--- config.mk ---
export PLATFORM = sky130hd
export DESIGN_NAME = lati_ram
export DESIGN_NICKNAME = d
export VERILOG_FILES = /design/src/rtl/lati_ram.sv
export SDC_FILE = /design/constraint.sdc
export NUM_CORES = 1
export LEC_CHECK = 0
export ABC_CLOCK_PERIOD_IN_PS = 7550
export BUFFER_PORTS_ARGS = -buffer_cell sky130_fd_sc_hd__buf_2
export CORE_AREA = 2 2 203 205
export CTS_CLUSTER_SIZE = 40
export DETAILED_ROUTE_END_ITERATION = 12
export DIE_AREA = 0 0 205 207
export PLACE_DENSITY_LB_ADDON = 0.25
export SETUP_SLACK_MARGIN = 0.1
export SKIP_CTS_REPAIR_TIMING = 1
export SYNTH_ARGS = -nofsm -noshare
export SYNTH_HDL_FRONTEND = slang
export SYNTH_SLANG_ARGS = --single-unit
--- constraint.sdc ---
create_clock -name i_clk -period 7.55 [get_ports i_clk]
set_input_delay 2.265 -clock i_clk [delete_from_list [all_inputs] [get_ports i_clk]]
set_output_delay 2.265 -clock i_clk [all_outputs]
set_load 0.02 [all_outputs]
--- src/rtl/lati_ram.sv ---
`timescale 1ns / 1ps
// ----------------------------------------------------------------------------
// lati_ram
// Generic single-write, single-read RAM with a registered read port.
// ----------------------------------------------------------------------------
module lati_ram #(
    parameter int WIDTH = 32,
    parameter int DEPTH = 16
) (
    input  logic                                  i_clk,
    input  logic                                  i_we,
    input  logic [(DEPTH > 1 ? $clog2(DEPTH) : 1)-1:0] i_waddr,
    input  logic [WIDTH-1:0]                      i_wdata,
    input  logic [(DEPTH > 1 ? $clog2(DEPTH) : 1)-1:0] i_raddr,
    output logic [WIDTH-1:0]                      o_rdata
);

    logic [WIDTH-1:0] r_mem [DEPTH];
    logic [WIDTH-1:0] r_rdata;

    // Write port and registered read port
    always_ff @(posedge i_clk) begin
        if (i_we) begin
            r_mem[i_waddr] <= i_wdata;
        end
        r_rdata <= r_mem[i_raddr];
    end

    assign o_rdata = r_rdata;

endmodule

# Word level (Yosys, flattened, before mapping)

Memory sizes are Yosys's and may differ from the RTL's. A register that Yosys moved wholly into a read port is not among the register bits.
Cells that the tools add are included.
W data, S select, Z words.

Flip-flop bits (word level): 0
Logic and storage cells: 3
Memories: 1
Bits of input ports: 42
Bits in writable memories: 512
Output and inout bits: 32

Muxes and demuxes: 2

Memories:

| name  | depth | width | read ports | clocked after Yosys merged registers in | write ports | RTL line | text |
|---|---|---|---|---|---|---|---|
| r_mem | 16    | 32    | 1          | 1                                       | 1           | 18       | `logic [WIDTH-1:0] r_mem [DEPTH];` |

Operators with widths:

| cell    | count |
|---|---|
| $mux W1 | 2 |

# Longest topological paths before layout

Depth after elaboration: 2
Mapped depth: 5
Mapped depth without buffers: 3

# Worst setup path before layout

OpenSTA, ideal clock, no wires.

Path kind: input to register
Start point: input port i_waddr[2] (netlist name)
End point: memory r_mem[0][0], enable pin
Stages on the path: 2
Data required time: 7.089 ns
Slack: 2.105 ns
Library setup time: 0.461 ns
Arrival time: 4.983 ns
Cells stage by stage: or3b_2 > nor3_1

RTL lines:

| item            | RTL line | text |
|---|---|---|
| start, declared | 12       | `input logic [(DEPTH > 1 ? $clog2(DEPTH) : 1)-1:0] i_waddr,` |
| end, declared   | 18       |  |

Straight into the memory's write port.

# Worst setup path after layout

Start point: input port i_waddr[2] (netlist name)
End point: memory r_mem[8][19], enable pin

Straight into the memory's write port.

==> impl_metrics.toml <==
[sta]
maxSlewViolCount = 0
whs_ps = 669
setup_viol = 0
timing.final.crit_period_ps = 4240
setup_tns_ps = 0
period_share = 0.561
max_freq_ghz = 0.236
max_slew_margin = 0.142
hold_viol = 0
tightestPinTransition_ps = 1280
rsz0062_at_grt = "false"
skew_ps = 14.6

[synthesis]
syn_nets = 880
synth_cell_type_count = 18
yosys.area.top_type_share = 0.774
avgSynthCellArea_um2 = 23.7
yosysTopAreaCell = "edfxtp_1"
synthCells = 838
yosys-top-cells-area = "edfxtp_1, mux4_2, dfxtp_1"
ys_seq_area_frac = 0.807
synth_seq_cells = 544
synth.cell_area_mm2 = 0.0199
ys_warn_count = 0

[critical_path]
critPathKind = "in -> reg"
crit_family = "simple AND/OR/NAND/NOR gates"
end_kind = "flip-flop"
crit_path_cell_trace = "buf_2 -> nand3b_1 -> nor3_2 -> buf_4"
cp_slowest_cell = "nor3_2"
worstPathBufferInverterCount = 2
cp_max_fo = 24
worstSetupStartpointType = "input pin"
critPathArrivalTime_ps = 4450
critPathRequiredTime_ps = 7760
max_stage_delay_ps = 1070

[cells_and_area]
syn_to_final_growth_pct = 13.7
multi_input_area_mm2 = 0.00375
fill_cells = 3047
final_cell_mix = "edfxtp_1, mux4_2, buf_2"
layout_commonest_cell = "edfxtp_1"
final_nets = 987
seq_area_mm2 = 0.0160
final_layout_size_suffix_gt1_frac = 0.314
antennaDiodeCount = 0

[power_and_ir_drop]
swShare = 0.207
net-switching-power_uw = 1270
cell_internal_pwr_uw = 4870
clkPwrFrac = 0.397
power_leakage_uw = 0.00722
power_density_mw_per_mm2 = 272
combPwrFrac = 0.050
p_seq_frac = 0.553
ir_worst_vdd_v = 0.000152

[clocking]
clk_path_buf_depth = 3
clk_latency_ps = 580
htreeDepth = 2
cts_root_buf = "clkbuf_16"
clk_pin_slew_ps = 60
cts_buffers = 53
clkSinkCount = 544
cts_tree = "built"

[global_route]
first_global_vias = 9508
grt_max_degree = 79
grt_usage = 0.202
gr-total-overflow = 0
grt_antenna_before_repair = 4
grt_pass1_wl_um = 61900

[run]
maxCapViolCount = 0

[floorplanning]
io_pins = 74
die_w_um = 205
row_count = 74
initial_core_util = 0.492
dieArea_mm2 = 0.0424
coreArea_mm2 = 0.0404
die_height_um = 207

[route]
vias = 8990
firstDrtPassIters = 5
wl_per_cell_um = 27.2
post-route-drc-count = 0
routed_wirelength_um = 41400
drt_iter0_drc = 806
viasPerCell = 5.91
ant_nets = 0

[outcome]
status = "completed"

[hold_path]
hp-class = "reg -> reg"

[placement]
finalWeightedCongestion = 0.694
place.port_buffers = 73
hpwlAfterDp_um = 20300
==> synthesized netlist by cell type <==
| library cell | number |
|---|---|
| nor2b_1 | 2 |
| or3b_2 | 1 |
| nand2b_1 | 2 |
| nor2_1 | 13 |
| nand2_1 | 33 |
| and2_1 | 1 |
| buf_6 | 2 |
| a22oi_1 | 64 |
| nand3b_1 | 2 |
| edfxtp_1 | 512 |
| nor3_1 | 4 |
| nand3_1 | 1 |
| buf_4 | 11 |
| clkbuf_1 | 17 |
| mux4_2 | 128 |
| buf_2 | 4 |
| dfxtp_1 | 32 |
| buf_1 | 9 |
==> flip-flops by register name, summed over array words and instances, names as in the netlist <==
signal,count
r_mem,512
o_rdata,32
==> cell families after synthesis <==
| logic type | count (synthesis) | share of synthesized area |
|---|---|---|
| AO/OA/AOI/OAI | 64 | 0.0242 |
| buffers and inverters | 43 | 0.0112 |
| flip-flops | 544 | 0.807 |
| multiplexers | 128 | 0.145 |
| AND/OR/NAND/NOR | 59 | 0.0127 |
==> area by class of cell <==
class,count,area share
Sequential cell,544,0.710
Clock inverter,26,0.00748
Timing Repair Buffer,95,0.0246
Clock buffer,72,0.0628
Tap cell,532,0.0295
Multi-Input combinational cell,251,0.166
==> metrics by stage <==
stage / cells / setup slack (ps) / instance area (µm²) / total power (µW) / utilization
after global routing: 1520 / 3200 / 22600 / 6340 / 0.559
after CTS: 1520 / 3280 / 22600 / 6190 / 0.559
after global placement: 1422 / 2760 / 21000 / 3770 / 0.520
after floorplan: 838 / 2110 / 19900 / 3640 / -
after detailed placement: 1422 / 2680 / 21000 / 3770 / 0.520
final: 1520 / 3310 / 22600 / 6140 / 0.559
==> layer usage <==
layer	vias up	GRT usage	wire, µm	part of all wire
li1	3782	-	-	-
met1	4826	0.305	18100	0.44
met2	316	0.310	19700	0.48
met3	60	0.0378	2850	0.069
met4	6	0.0479	675	0.016
met5	-	0	39	0.00094
==> power by group through the flow <==
stage	registers (µW)	logic [µW]	clock network, µW
floorplan	3480	162	0
global placement	3460	309	0
detailed placement	3460	314	0
CTS	3400	315	2480
global route	3400	334	2610
finish	3400	308	2440
==> path summary, 6_finish.rpt <==
check / start / end / slack [ps] / cells past startpoint
worst max-delay path: i_waddr[2] / r_mem[8][19]$_DFFE_PP_ / 3310 / 4
worst min-delay path: r_mem[14][9]$_DFFE_PP_ / o_rdata[9]$_DFF_P_ / 670 / 3
worst max register to register: r_mem[3][11]$_DFFE_PP_ / o_rdata[11]$_DFF_P_ / 6230 / 3
worst min register to register: r_mem[14][9]$_DFFE_PP_ / o_rdata[9]$_DFF_P_ / 670 / 3
==> tightest hold or removal path: stages, from the launching register on <==
cell and delay, ps:
edfxtp_1 310, mux4_2 220, a22oi_1 50, nand2_1 60
No activity file was read; power rests on OpenSTA's default activity.
