`src/rtl/lati_div.sv`:
```
`timescale 1ns / 1ps
// ----------------------------------------------------------------------------
// lati_div
// Restoring divider, one quotient bit per cycle. The caller supplies a
// partial remainder below the divisor and the low bits to shift in.
// ----------------------------------------------------------------------------
module lati_div #(
    parameter int W = 32
) (
    input  logic         i_clk,
    input  logic         i_rst_n,
    input  logic         i_start,
    input  logic [W-1:0] i_rem,
    input  logic [31:0]  i_low,
    input  logic [W-1:0] i_divisor,
    input  logic [5:0]   i_steps,
    output logic         o_done,
    output logic [31:0]  o_quot
);

    logic [W-1:0] r_rem;
    logic [W-1:0] r_div;
    logic [31:0]  r_low;
    logic [31:0]  r_q;
    logic [5:0]   r_cnt;
    logic         r_busy;
    logic         r_done;

    logic [W:0] cand;
    logic       ge;

    // Trial subtraction
    always_comb begin
        cand = {r_rem, r_low[31]};
        ge   = (cand >= {1'b0, r_div});
    end

    always_ff @(posedge i_clk) begin
        if (!i_rst_n) begin
            r_busy <= 1'b0;
            r_done <= 1'b0;
        end else begin
            r_done <= 1'b0;
            if (i_start && !r_busy) begin
                r_rem  <= i_rem;
                r_div  <= i_divisor;
                r_low  <= i_low;
                r_q    <= 32'd0;
                r_cnt  <= i_steps;
                r_busy <= 1'b1;
            end else if (r_busy) begin
                r_rem <= ge ? W'(cand - {1'b0, r_div}) : cand[W-1:0];
                r_q   <= {r_q[30:0], ge};
                r_low <= {r_low[30:0], 1'b0};
                r_cnt <= r_cnt - 6'd1;
                if (r_cnt == 6'd1) begin
                    r_busy <= 1'b0;
                    r_done <= 1'b1;
                end
            end
        end
    end

    assign o_done = r_done;
    assign o_quot = r_q;

endmodule

```
`config.mk`:
```
export PLATFORM = sky130hd
export DESIGN_NAME = lati_div
export DESIGN_NICKNAME = d
export VERILOG_FILES = /design/src/rtl/lati_div.sv
export SDC_FILE = /design/constraint.sdc
export NUM_CORES = 1
export LEC_CHECK = 0
export ABC_CLOCK_PERIOD_IN_PS = 5500
export BUFFER_PORTS_ARGS = -buffer_cell sky130_fd_sc_hd__buf_2
export CORE_MARGIN = 2
export CORE_UTILIZATION = 60
export DETAILED_ROUTE_END_ITERATION = 10
export PLACE_DENSITY = 0.91
export RECOVER_POWER = 100
export SETUP_SLACK_MARGIN = 0.5
export SYNTH_ARGS = -nofsm -noshare
export SYNTH_HDL_FRONTEND = slang
export SYNTH_SLANG_ARGS = --single-unit
```
`constraint.sdc`:
```
create_clock -name i_clk -period 5.5 [get_ports i_clk]
set_input_delay 0 -clock i_clk [delete_from_list [all_inputs] [get_ports i_clk]]
set_output_delay 0 -clock i_clk [all_outputs]
set_load 0.01 [all_outputs]
```
# Word-level counts from Yosys, hierarchy flattened
# Cells that the tools add are included.
# W data, S select, Z words.
dict set report op_classes {
  addsub 2
  magnitude_cmp 1
  eq_ne 1
  mux 12
  bitwise_logic 2
  n_reduce_logical 6
}
# op count
set ops {}
lappend ops {{$mux W32} 6}
lappend ops {{$ge A33 B32 Y1} 1}
lappend ops {{$sub A32 B32 Y32} 1}
lappend ops {{$mux W6} 2}
lappend ops {{$eq A6 B1 Y1 const B} 1}
lappend ops {{$sub A6 B1 Y6 const B} 1}
lappend ops {{$mux W1} 4}
lappend ops {{$reduce_and A2 Y1} 2}
lappend ops {{$reduce_or A3 Y1} 1}
lappend ops {{$not A1 Y1} 2}
lappend ops {{$reduce_bool A2 Y1} 1}
lappend ops {{$logic_and A1 B1 Y1} 1}
lappend ops {{$logic_not A1 Y1} 1}
dict set report totals {
  regBits 136
  inputBits 105
  word_cells 31
}

# Depth between registers and ports, before layout
dict set report depth {
  ltp_word 4
  depth_mapped 13
  mapped_depth_nobuf 12
}

# Least setup slack after synthesis
# Ideal clock, no wire load.
dict set report synth_timing {
  kind {reg-to-reg}
  from {register r_busy}
  to {register r_q[0], in the netlist o_quot[0], enable pin}
  arrival_ns 2.656
  t_required_ns 5.031
  setup_slack_ns 2.375
  path_stages_with_launch 2
  path_buffers 0
  period_less_slack_ns 3.125
  path_cell_list {dfxtp_1 -> o21a_1}
}
dict set report synth_between {
  elab_chain_len 4
}
# item line
set synth_lines {}
lappend synth_lines {{from (decl)} 26} ;# logic r_busy;
lappend synth_lines {{from (signal assigned)} 40} ;# r_busy <= 1'b0;
lappend synth_lines {{from (signal assigned)} 50} ;# r_busy <= 1'b1;
lappend synth_lines {{from (signal assigned)} 57} ;# r_busy <= 1'b0;
lappend synth_lines {{$logic_not A1 Y1} 44} ;# if (i_start && !r_busy) begin
lappend synth_lines {{$logic_and A1 B1 Y1} 44}
lappend synth_lines {{$reduce_bool A2 Y1 (no line) (*)} n/a}
lappend synth_lines {{$reduce_and A2 Y1 (no line) (*)} n/a}
lappend synth_lines {{to (signal assigned)} 53} ;# r_q <= {r_q[30:0], ge};
lappend synth_lines {{to (decl)} 24} ;# logic [31:0] r_q;
# Every way passes the cells marked *; elsewhere a longest branch is shown, timed or not.
# A chain may end at the register's enable or synchronous reset.

# Worst setup path after layout
dict set report layout_timing {
  from {register r_rem[9]}
  to {register r_rem[23], data pin}
}
dict set report layout_between {
  elab_chain_len 4
}
# item line
set layout_lines {}
lappend layout_lines {{from (decl)} 21} ;# logic [W-1:0] r_rem;
lappend layout_lines {{from (signal assigned)} 45} ;# r_rem <= i_rem;
lappend layout_lines {{from (signal assigned)} 52} ;# r_rem <= ge ? W'(cand - {1'b0, r_div}) : cand[W-1:0];
lappend layout_lines {{$sub A32 B32 Y32 / $ge A33 B32 Y1 (equally long branches)} {52, 35}}
lappend layout_lines {{$mux W32 (*)} 52}
lappend layout_lines {{$mux W32 (*)} 51} ;# end else if (r_busy) begin
lappend layout_lines {{$mux W32 (*)} 44}
# Every way passes the cells marked *; elsewhere a longest branch is shown, timed or not. The select of a mux whose other input is x is not followed.

==> flow_metrics.tcl <==
set metrics [dict create \
    status "complete, but fails checks" \
    failed_checks "max-capacitance violations, max-slew violations" \
    die_h_um 115 \
    clk_latency_ns 0.42 \
    synth_top_area_share_pct 54.1 \
    dp_cells 1020 \
    total_power_mw 3.15 \
    drt_pass1_iterations 5 \
    utilization_pct 81.3 \
    syn_to_final_growth_pct 31.8 \
    worstReg2RegEnd "r_rem[23]" \
    n_antenna_cell 0 \
    place_hpwl_um 11500 \
    slew_headroom_pct -66.3 \
    hold_viol 0 \
    async_flop_share_pct 0 \
    hp-start "i_rem[31]" \
    dieWidth_um 115 \
    ios 138 \
    maxCapViolCount 5 \
    vias_per_cell 5.69 \
    cts_resized 0 \
    irDropWorstVdd_uv 377 \
    grt_usage_pct 31.7 \
    synthCells 744 \
    cts_root_buf "clkbuf_16" \
    ys_types 51 \
    crit_type "reg -> reg" \
    max_freq_ghz 0.227 \
    tightest_slew_ns 2.49 \
    ys_warn_count 0 \
    syn_nets 884 \
    first_global_vias 6732 \
    synth.area.top_cells "edfxtp_1, nand2_1, ha_1, and2_1, a21oi_1" \
    ant_nets 0 \
    path_clk_slew_ns 0.06 \
    finalSetupViolCount 0 \
    hold_path_class "in -> reg" \
    min_to "r_rem[31]" \
    multi_input_area_um2 3090 \
    r2r_slack_ns 1.10 \
    synth-edff-count 134 \
    synth_top_area_cell "edfxtp_1" \
    cts.sinks 136 \
    cts.path.max_buffers 2 \
    synth_seq_area_share_pct 54.6 \
    routed_wl_um 20300 \
    antenna_found_initial 0 \
    fillerInstances 665 \
    drt_iter0_drc 647 \
    num_rows 40 \
    globalplace.congestion 0.983 \
    power_leakage_nw 4.11 \
    period_needed_ns 4.40 \
    ff2ff_path_depth 10 \
    worst_ep_arrival_time_ns 4.57 \
    layout_commonest_cell "nand2_1" \
    drcViolationCount 0 \
    avgSynthCellArea_um2 10.0 \
    synth_ff_type "edfxtp_1" \
    cp-startpoint "r_rem[9]" \
    routed-via-count 6549 \
    layout-drive-gt1-share_pct 14.4 \
    skew_ns 0.0106 \
    ys_seq_elements 136 \
    endpoint_kind "flip-flop" \
    final_nets 1112 \
    power-per-cell-area_nw_per_um2 321 \
    core-area_um2 12100 \
    slew_violations 237 \
    placed_area_um2 8280 \
    grt.overflow.total 0 \
    grt_max_degree 76 \
    reg2reg_from "r_rem[9]" \
    final_cell_mix "nand2_1, edfxtp_1, buf_2, dlygate4sd3_1, nor2_1" \
    start_util_pct 61.7 \
    fp.dieArea_um2 13300 \
    whs_path_depth 4 \
    tritoncts "built" \
    regArea_um2 4060 \
    required_ns 5.67 \
    critPathLaunchType "flip-flop" \
    numCtsBuffers 17 \
    setup_tns_ns 0 \
    cp_max_fo 21 \
    post-route-period-util_pct 80.0 \
    grt_first_pass_wirelength_um 32200 \
    cts.htree.levels 4 \
    io_buffers 137 \
    finalInstanceArea_um2 9810 \
    post_drt_wl_per_cell_um 17.7 \
    stdcell_count 1151 \
    syn_area_um2 7440 \
    rsz0062_at_grt "false" \
]
through the flow:
stage / hold slack (ns) / worst slack (ns)
floorplan: 0.0989 / 2.37
global placement: 0.177 / 2.15
detailed placement: 0.178 / 2.02
CTS: 0.0449 / 1.92
global route: 0.0870 / 0.794
finish: 0.0599 / 1.10
cell usage after synthesis (all sizes together), types with 3 or more instances:
cell type	instances
or3	8
buf	5
clkbuf	29
a31oi	24
inv	44
a21oi	43
o31ai	3
xnor2	15
o21bai	7
nor2b	6
a21o	16
and2	35
and3	3
edfxtp	134
nor2	51
o211ai	7
a211o	3
nand2	173
a221oi	3
xor2	13
o21a	7
ha	34
o21ai	24
nand3	10
nand4	7
nor3	12
critical path, stage by stage, from the launching register on:
cell	delay [ns]
edfxtp_1	0.42
ha_1	0.42
a21oi_1	0.18
o21ai_1	0.12
or4_1	0.48
a21oi_1	0.22
nor3_1	0.11
nor3_1	1.42
buf_4	0.47
a21oi_1	0.11
and3_1	0.19
worst max path at each step:
stage                     end  slack [ns]  cells after the start
global placement    r_rem[28]        2.15                     12
global route        r_rem[23]        0.79                     10
CTS                 r_rem[28]        1.92                     12
detailed placement  r_rem[29]        2.02                      9
finish              r_rem[23]        1.10                     10
floorplan           o_quot[0]        2.37                      1
power by group:
part | total (mW) | internal (mW) | switching [mW]
clock network | 1.19 | 0.752 | 0.439
logic | 0.672 | 0.284 | 0.388
registers | 1.29 | 1.25 | 0.0381
sequential cells by signal, summed over array words and instances, names as in the netlist:
register  count
r_rem        32
o_quot       32
r_busy        1
r_low        32
o_done        1
r_div        32
r_cnt         6
timing repair:
| action | CTS | global route |
|---|---|---|
| setup buffers | 0 | 0 |
| hold buffers | 101 | 0 |
| endpoints found under the hold margin | 101 | 0 |
cell type report:
cell class	count	area share, %
Multi-Input combinational cell	530	31.4
Clock buffer	17	4.34
Tap cell	168	2.14
Sequential cell	136	41.4
Timing Repair Buffer	243	17.2
Clock inverter	13	1.82
Inverter	44	1.68
layer usage:
metal	global-route usage [%]	share of wire [%]
met3	7.75	8.0
met1	38.3	38
met4	16.4	3.8
met5	0	0
met2	53.0	50
kinds of logic after synthesis:
family                     count (synthesis)  synth area share (%)
AOI/OAI and AO/OA                        148                  12.8
adders and majority gates                 35                  5.98
buffers and inverters                     78                  3.95
and+or+nand+nor                          318                  19.2
xor gates and xnor gates                  28                  3.29
DFF                                      136                  54.6
muxes                                      1                 0.134
Power figures use the tool's default switching activity.
