**config.mk**
```make
export PLATFORM = sky130hd
export DESIGN_NAME = lati_log2
export DESIGN_NICKNAME = d
export VERILOG_FILES = /design/src/rtl/lati_pkg.sv /design/src/rtl/lati_log2.sv
export SDC_FILE = /design/constraint.sdc
export NUM_CORES = 2
export LEC_CHECK = 0
export BUFFER_PORTS_ARGS = -buffer_cell sky130_fd_sc_hd__buf_2
export CAP_MARGIN = 40
export CORE_MARGIN = 8
export CORE_UTILIZATION = 45
export CTS_CLUSTER_DIAMETER = 60
export DETAILED_ROUTE_END_ITERATION = 16
export GPL_ROUTABILITY_DRIVEN = 0
export MAX_ROUTING_LAYER = met4
export PLACE_DENSITY = 0.62
export SKIP_CTS_REPAIR_TIMING = 1
export SLEW_MARGIN = 20
export SYNTH_ARGS = -nofsm -noshare
export SYNTH_HDL_FRONTEND = slang
export SYNTH_SLANG_ARGS = --single-unit
```
**constraint.sdc**
```tcl
create_clock -name i_clk -period 11.72 [get_ports i_clk]
set_input_delay 1.172 -clock i_clk [delete_from_list [all_inputs] [get_ports i_clk]]
set_output_delay 1.172 -clock i_clk [all_outputs]
set_load 0.02 [all_outputs]
```
**src/rtl/lati_pkg.sv**
```systemverilog
`timescale 1ns / 1ps
// ----------------------------------------------------------------------------
// lati_pkg
// Shared codes and types for the log-axis table interpolator.
// ----------------------------------------------------------------------------
package lati_pkg;

    // Request kinds
    localparam logic KIND_WRITE = 1'b0;
    localparam logic KIND_QUERY = 1'b1;

    // Result regions
    localparam logic [1:0] REGION_EMPTY  = 2'd0;
    localparam logic [1:0] REGION_BELOW  = 2'd1;
    localparam logic [1:0] REGION_INTERP = 2'd2;
    localparam logic [1:0] REGION_ABOVE  = 2'd3;

    // Configuration register indexes and widths
    localparam logic REG_ENTRY_COUNT = 1'b0;
    localparam logic REG_SC_MODE     = 1'b1;
    localparam int   CFG_DATA_W      = 5;

    // Main sequencer states
    typedef enum logic [15:0] {
        S_IDLE  = 16'h0001,
        S_CHK0  = 16'h0002,
        S_CHKL  = 16'h0004,
        S_SRCH  = 16'h0008,
        S_LO    = 16'h0010,
        S_LOGT  = 16'h0020,
        S_LOGL  = 16'h0040,
        S_LOGH  = 16'h0080,
        S_FPREP = 16'h0100,
        S_FDIV  = 16'h0200,
        S_VMUL  = 16'h0400,
        S_VFIN  = 16'h0800,
        S_RMUL  = 16'h1000,
        S_RDIVS = 16'h2000,
        S_RDIV  = 16'h4000,
        S_WAIT  = 16'h8000
    } t_state;

    // Log unit phases
    typedef enum logic [2:0] {
        L_IDLE = 3'b001,
        L_NORM = 3'b010,
        L_SQR  = 3'b100
    } t_log_phase;

endpackage

```
**src/rtl/lati_log2.sv**
```systemverilog
`timescale 1ns / 1ps
// ----------------------------------------------------------------------------
// lati_log2
// Iterative fixed-point log2: a five-step normalize, then one squaring
// of the mantissa per fractional bit.
// ----------------------------------------------------------------------------
module lati_log2
    import lati_pkg::*;
#(
    parameter int LFB = 20
) (
    input  logic           i_clk,
    input  logic           i_rst_n,
    input  logic           i_start,
    input  logic [31:0]    i_x,
    output logic           o_done,
    output logic [LFB+4:0] o_log
);

    localparam int CNTW = $clog2(LFB + 1);

    t_log_phase      r_phase;
    logic [31:0]     r_x;
    logic [4:0]      r_lz;
    logic [2:0]      r_k;
    logic [CNTW-1:0] r_cnt;
    logic [LFB-1:0]  r_frac;
    logic            r_done;

    logic [5:0]  amt;
    logic [31:0] top_bits;
    logic [63:0] sq;
    logic [32:0] sq_sh;

    // Normalize step and squaring step
    always_comb begin
        amt      = 6'(6'd1 << r_k);
        top_bits = r_x >> (6'd32 - amt);
        sq       = 64'(r_x) * 64'(r_x);
        sq_sh    = sq[63:31];
    end

    always_ff @(posedge i_clk) begin
        if (!i_rst_n) begin
            r_phase <= L_IDLE;
            r_done  <= 1'b0;
        end else begin
            r_done <= 1'b0;
            unique case (r_phase)
                L_IDLE: begin
                    if (i_start) begin
                        r_x     <= (i_x == 32'd0) ? 32'd1 : i_x;
                        r_lz    <= 5'd0;
                        r_k     <= 3'd4;
                        r_phase <= L_NORM;
                    end
                end
                L_NORM: begin
                    if (top_bits == 32'd0) begin
                        r_x  <= r_x << amt;
                        r_lz <= r_lz + amt[4:0];
                    end
                    if (r_k == 3'd0) begin
                        r_cnt   <= CNTW'(LFB);
                        r_phase <= L_SQR;
                    end else begin
                        r_k <= r_k - 3'd1;
                    end
                end
                L_SQR: begin
                    // Mantissa squared; an overflow past two yields a one bit
                    if (sq_sh[32]) begin
                        r_x <= sq_sh[32:1];
                    end else begin
                        r_x <= sq_sh[31:0];
                    end
                    r_frac <= {r_frac[LFB-2:0], sq_sh[32]};
                    r_cnt  <= r_cnt - CNTW'(1);
                    if (r_cnt == CNTW'(1)) begin
                        r_phase <= L_IDLE;
                        r_done  <= 1'b1;
                    end
                end
                default: begin
                    r_phase <= L_IDLE;
                end
            endcase
        end
    end

    // Integer part is 31 minus the leading zero count
    assign o_done = r_done;
    assign o_log  = {~r_lz, r_frac};

endmodule

```
After elaboration in Yosys (flattened, before gate mapping):

Index checks and enable logic that the tools add are counted.

* register bits after elaboration: 69
* latch bits: 0
* bits in writable memories: 0
* ROM bits: 0
* bits of input ports: 35
* word-level logic and storage cells: 55
* memories: 0

* add/sub/neg operators: 4
* $mul: 1
* div/mod/pow operators: 0
* magnitude comparators: 0
* equality and inequality tests: 9
* shift-type cells: 3
* muxes and demuxes: 18
* bitwise gates (word level): 1
* reduce and logical (&&, ||, !) cells: 12

Operators with widths (number)
* $mux W32: 4
* $pmux W32 S3: 1
* $logic_not A32 Y1: 2
* $mul A32 B32 Y64: 1
* $shl A32 B6 Y32: 1
* $shr A32 B6 Y32: 1
* $pmux W5 S2: 2
* $mux W3: 5
* $mux W5: 3
* $reduce_and A4 Y1: 3
* $ne A2 B2 Y1 const B: 5
* $pmux W3 S3: 1
* $pmux W3 S2: 1
* $reduce_and A3 Y1: 2
* $shl A1 B3 Y6 const A: 1
* $sub A6 B6 Y6 const A: 1
* $add A5 B5 Y5: 1
* $eq A5 B1 Y1 const B: 1
* $not A5 Y5: 1
* $sub A5 B1 Y5 const B: 1
* $reduce_bool A2 Y1: 2
* $eq A3 B1 Y1 const B: 1
* $eq A3 B2 Y1 const B: 1
* $eq A3 B3 Y1 const B: 1
* other kinds (5): 5

Depth between registers and ports, before layout:

* depth after elaboration: 6
* depth in mapped cells: 31

Worst setup path before layout:

No wires, ideal clock.

* path type: reg2reg
* start point: reg r_x[19]
* end point: reg r_x[17] (data pin)
* library setup time: 0.255 ns
* data arrival time: 7.761 ns
* data required time: 11.465 ns
* setup slack: 3.704 ns
* stages on the path, launching flop included: 29
* buffers on the path: 4
* path through: edfxtp_1 -> clkbuf_1 -> clkbuf_1 -> clkbuf_1 -> nand2_1 -> fa_1 -> inv_1 -> fa_1 -> inv_1 -> fa_1 -> fa_1 -> inv_1 -> fa_1 -> fa_1 -> fa_1 -> inv_1 -> fa_1 -> inv_1 -> ha_1 -> buf_2 -> nand2_1 -> or3_1 -> nand2b_1 -> a311oi_1 -> a221oi_2 -> a211oi_2 -> nor2_1 -> a221o_1 -> a31o_1

* word-level cells in the longest chain between the ends: 3

RTL lines
* start, declared: line lati_log2.sv:23 `logic [31:0] r_x;`
* start signal, assigned: line lati_log2.sv:52 `r_x <= (i_x == 32'd0) ? 32'd1 : i_x;`
* start signal, assigned: line lati_log2.sv:60 `r_x <= r_x << amt;`
* start signal, assigned: line lati_log2.sv:73 `r_x <= sq_sh[32:1];`
* $mul A32 B32 Y64 / $shl A32 B6 Y32 (equally long branches): line lati_log2.sv:39, lati_log2.sv:60
* $mux W32 (on tied branches): line lati_log2.sv:72, lati_log2.sv:59
* $pmux W32 S3 (*): line lati_log2.sv:49 `unique case (r_phase)`

Mark *: on every way between the ends. The rest lies on a longest branch, timed or not. The select of a mux whose other input is x is not followed.
A chain may end at the register's enable or synchronous reset.

Final worst setup path:

* start point: reg r_x[14]
* end point: reg r_x[17] (data pin)

Same word-level chain as after synthesis.

==> flow_metrics.tcl <==
set metrics [dict create \
    status "completed" \
    synth.largest_area_cell "fa_1" \
    syn_avg_cell_area_um2 9.21 \
    num_rows 102 \
    cp_top_family "adder cells" \
    grt_pass1_wl_um 156000 \
    grt_max_degree 52 \
    dp_hpwl_um 79100 \
    crit_type "reg2reg" \
    ant_nets 0 \
    wl_per_cell_um 20.1 \
    async_flop_share_pct 0 \
    synth.cell_area_mm2 0.0351 \
    cp.arrival_ns 9.88 \
    drtIter0Drc 1940 \
    worst-path-buf-inv 5 \
    cap_violations 0 \
    fin_hold_ws_ns 0.446 \
    r2r_setup_slack_ns 1.93 \
    crit_top_cell "fa_1" \
    drt-total-wl_um 96600 \
    synth_ff_type "edfxtp_1" \
    holdPathStages 0 \
    clock_path_buffers 2 \
    max_stage_delay_ns 0.89 \
    cts_root_buffer "clkbuf_16" \
    critPathSlowestCell "edfxtp_1" \
    drive_above_1_share_pct 4.85 \
    synth_edf_count 65 \
    fmax_mhz 102 \
    synth_seq_area_share_pct 5.79 \
    hold_violations 0 \
    grt_pass1_vias 27800 \
    grt_remaining_overflow 0 \
    die_w_um 295 \
    setup_violations 0 \
    yosys.area.top_type_share_pct 45.1 \
    ios 61 \
    clk_pin_slew_worst_paths_ns 0.07 \
    firstDrtPassIters 5 \
    initial_core_util_pct 45.4 \
    yosysUniqueCellTypes 81 \
    antenna-diode-count 0 \
    antenna_found_initial 1 \
    clock-sinks 69 \
    synth_cells 3815 \
    critPathMaxFanout 44 \
    yosysWarnings 0 \
    syn2layout_area_growth_pct 4.91 \
    cts-htree-levels 3 \
    layout_setup_ws_ns 1.93 \
    fin_worst_skew_ns 0.0139 \
    whs_endpoint "r_frac[6]" \
    ys_top_cells_by_area "fa_1 45%, ha_1 11%, inv_1 11%" \
    tns_ns 0 \
    layout_commonest_cell "inv_1" \
    clk_latency_ns 0.35 \
    worstReg2RegStart "r_x[14]" \
    core_area_mm2 0.0773 \
    crit_required_ns 11.82 \
    end_kind "flip-flop" \
    final_core_util_pct 47.6 \
    port_buffers 60 \
    min_from "r_frac[5]" \
    ys_ff_latch 69 \
    route.vias.total 25700 \
    cts_buffers 9 \
    period_share_pct 83.5 \
    synth_nets 4952 \
    chipHeight_um 295 \
    grtUsageTotal_pct 23.5 \
    cts_tree "yes" \
    maxSlewViolCount 0 \
    preCtsSetupSlack_ns 2.11 \
    maxSlewHeadroom_pct 37.8 \
    mostFrequentLayoutCells "1001 x inv_1, 792 x fa_1, 365 x nand2_1, 310 x ha_1, 232 x and2_1" \
    vias_per_cell 5.35 \
    max_slew.worst_pin.slew_ns 0.910 \
    drc 0 \
    nNetsFinal 4904 \
    rr_worst_depth 23 \
    start_kind "flip-flop" \
    period_minus_slack_ns 9.79 \
    hold_class "reg2reg" \
    crit_path_cell_trace "buf_4 > nand2_1 > fa_1 > inv_1 > fa_1 > inv_1 > fa_1 > fa_1 > inv_1 > fa_1 > fa_1 > fa_1 > fa_1 > ha_1 > o21a_1 > o2111ai_1 > o2111ai_1 > a22o_1 > a211oi_4 > buf_4 > nor2_1 > a221o_1 > a31o_1" \
    rsz0062_at_grt "false" \
    r2r_end "r_x[17]" \
    die-area_mm2 0.0872 \
]
## final cells by class
type / count / area (µm²)
fillers: 7506 / 40500
repair buffers: 121 / 807
clock buffers: 10 / 229
multi-input cells: 2557 / 28600
well taps: 1040 / 1300
clock inverters: 6 / 72.6
inverters: 1009 / 3790
flip-flops and latches: 69 / 2030
## Yosys cell counts (15+ instances only)
| library cell | count |
|---|---|
| inv_1 | 1002 |
| fa_1 | 792 |
| nand2_1 | 365 |
| ha_1 | 310 |
| and2_1 | 232 |
| clkbuf_1 | 147 |
| nor2_1 | 113 |
| a21oi_1 | 107 |
| mux2i_1 | 95 |
| edfxtp_1 | 65 |
| o21ai_0 | 42 |
| xor2_1 | 38 |
| xnor2_1 | 36 |
| a21o_1 | 25 |
| nor3_1 | 24 |
| o21bai_1 | 23 |
| nand4_1 | 22 |
| o211ai_1 | 21 |
| a31oi_1 | 20 |
| nand3_1 | 20 |
| o21ai_1 | 19 |
| buf_2 | 18 |
| or3_1 | 18 |
| and3_1 | 15 |
## how the worst max path moves through the flow
stage / from / end / cells past startpoint
after detailed placement: r_x[2] / r_x[17] / 23
final: r_x[14] / r_x[17] / 23
after floorplan: r_x[19] / r_x[17] / 28
after CTS: r_x[2] / r_x[17] / 23
after global routing: r_x[14] / r_x[17] / 24
after global placement: r_x[14] / r_x[17] / 23
## metrics by stage
| step | cell area (µm²) | instances |
|---|---|---|
| detailed placement | 36500 | 4791 |
| global route | 36800 | 4812 |
| floorplan | 35100 | 3815 |
| global placement | 36400 | 4787 |
| finish | 36800 | 4812 |
| CTS | 36800 | 4807 |
## registers in the layout, summed over array words and instances, names as in the netlist
| name | count |
|---|---|
| r_cnt | 5 |
| r_frac | 20 |
| r_x | 32 |
| r_k | 3 |
| o_done | 1 |
| r_lz | 5 |
| r_phase | 3 |
## kinds of logic after synthesis
| family | after synthesis | share of synthesized area, % |
|---|---|---|
| buffers and inverters | 1189 | 12.8 |
| adders and majority gates | 1102 | 56.2 |
| and+or+nand+nor | 861 | 11.9 |
| AOI/OAI and AO/OA | 407 | 7.85 |
| muxes | 108 | 3.41 |
| xor gates and xnor gates | 79 | 2.09 |
| DFF | 69 | 5.79 |
## metal layers
layer / share of wire (%) / wire, µm / GRT usage [%] / up-vias
met2: 50 / 48600 / 40.2 / 792
met4: 3.3 / 3210 / 7.05 / 0
met3: 4.9 / 4720 / 1.74 / 171
li1: - / - / - / 11600
met1: 42 / 40100 / 30.0 / 13200
met5: 0 / 0 / - / -
Power is left out: the tool's default activity adds up to more than one toggle a clock period on the data nets, which glitch-free logic cannot reach.
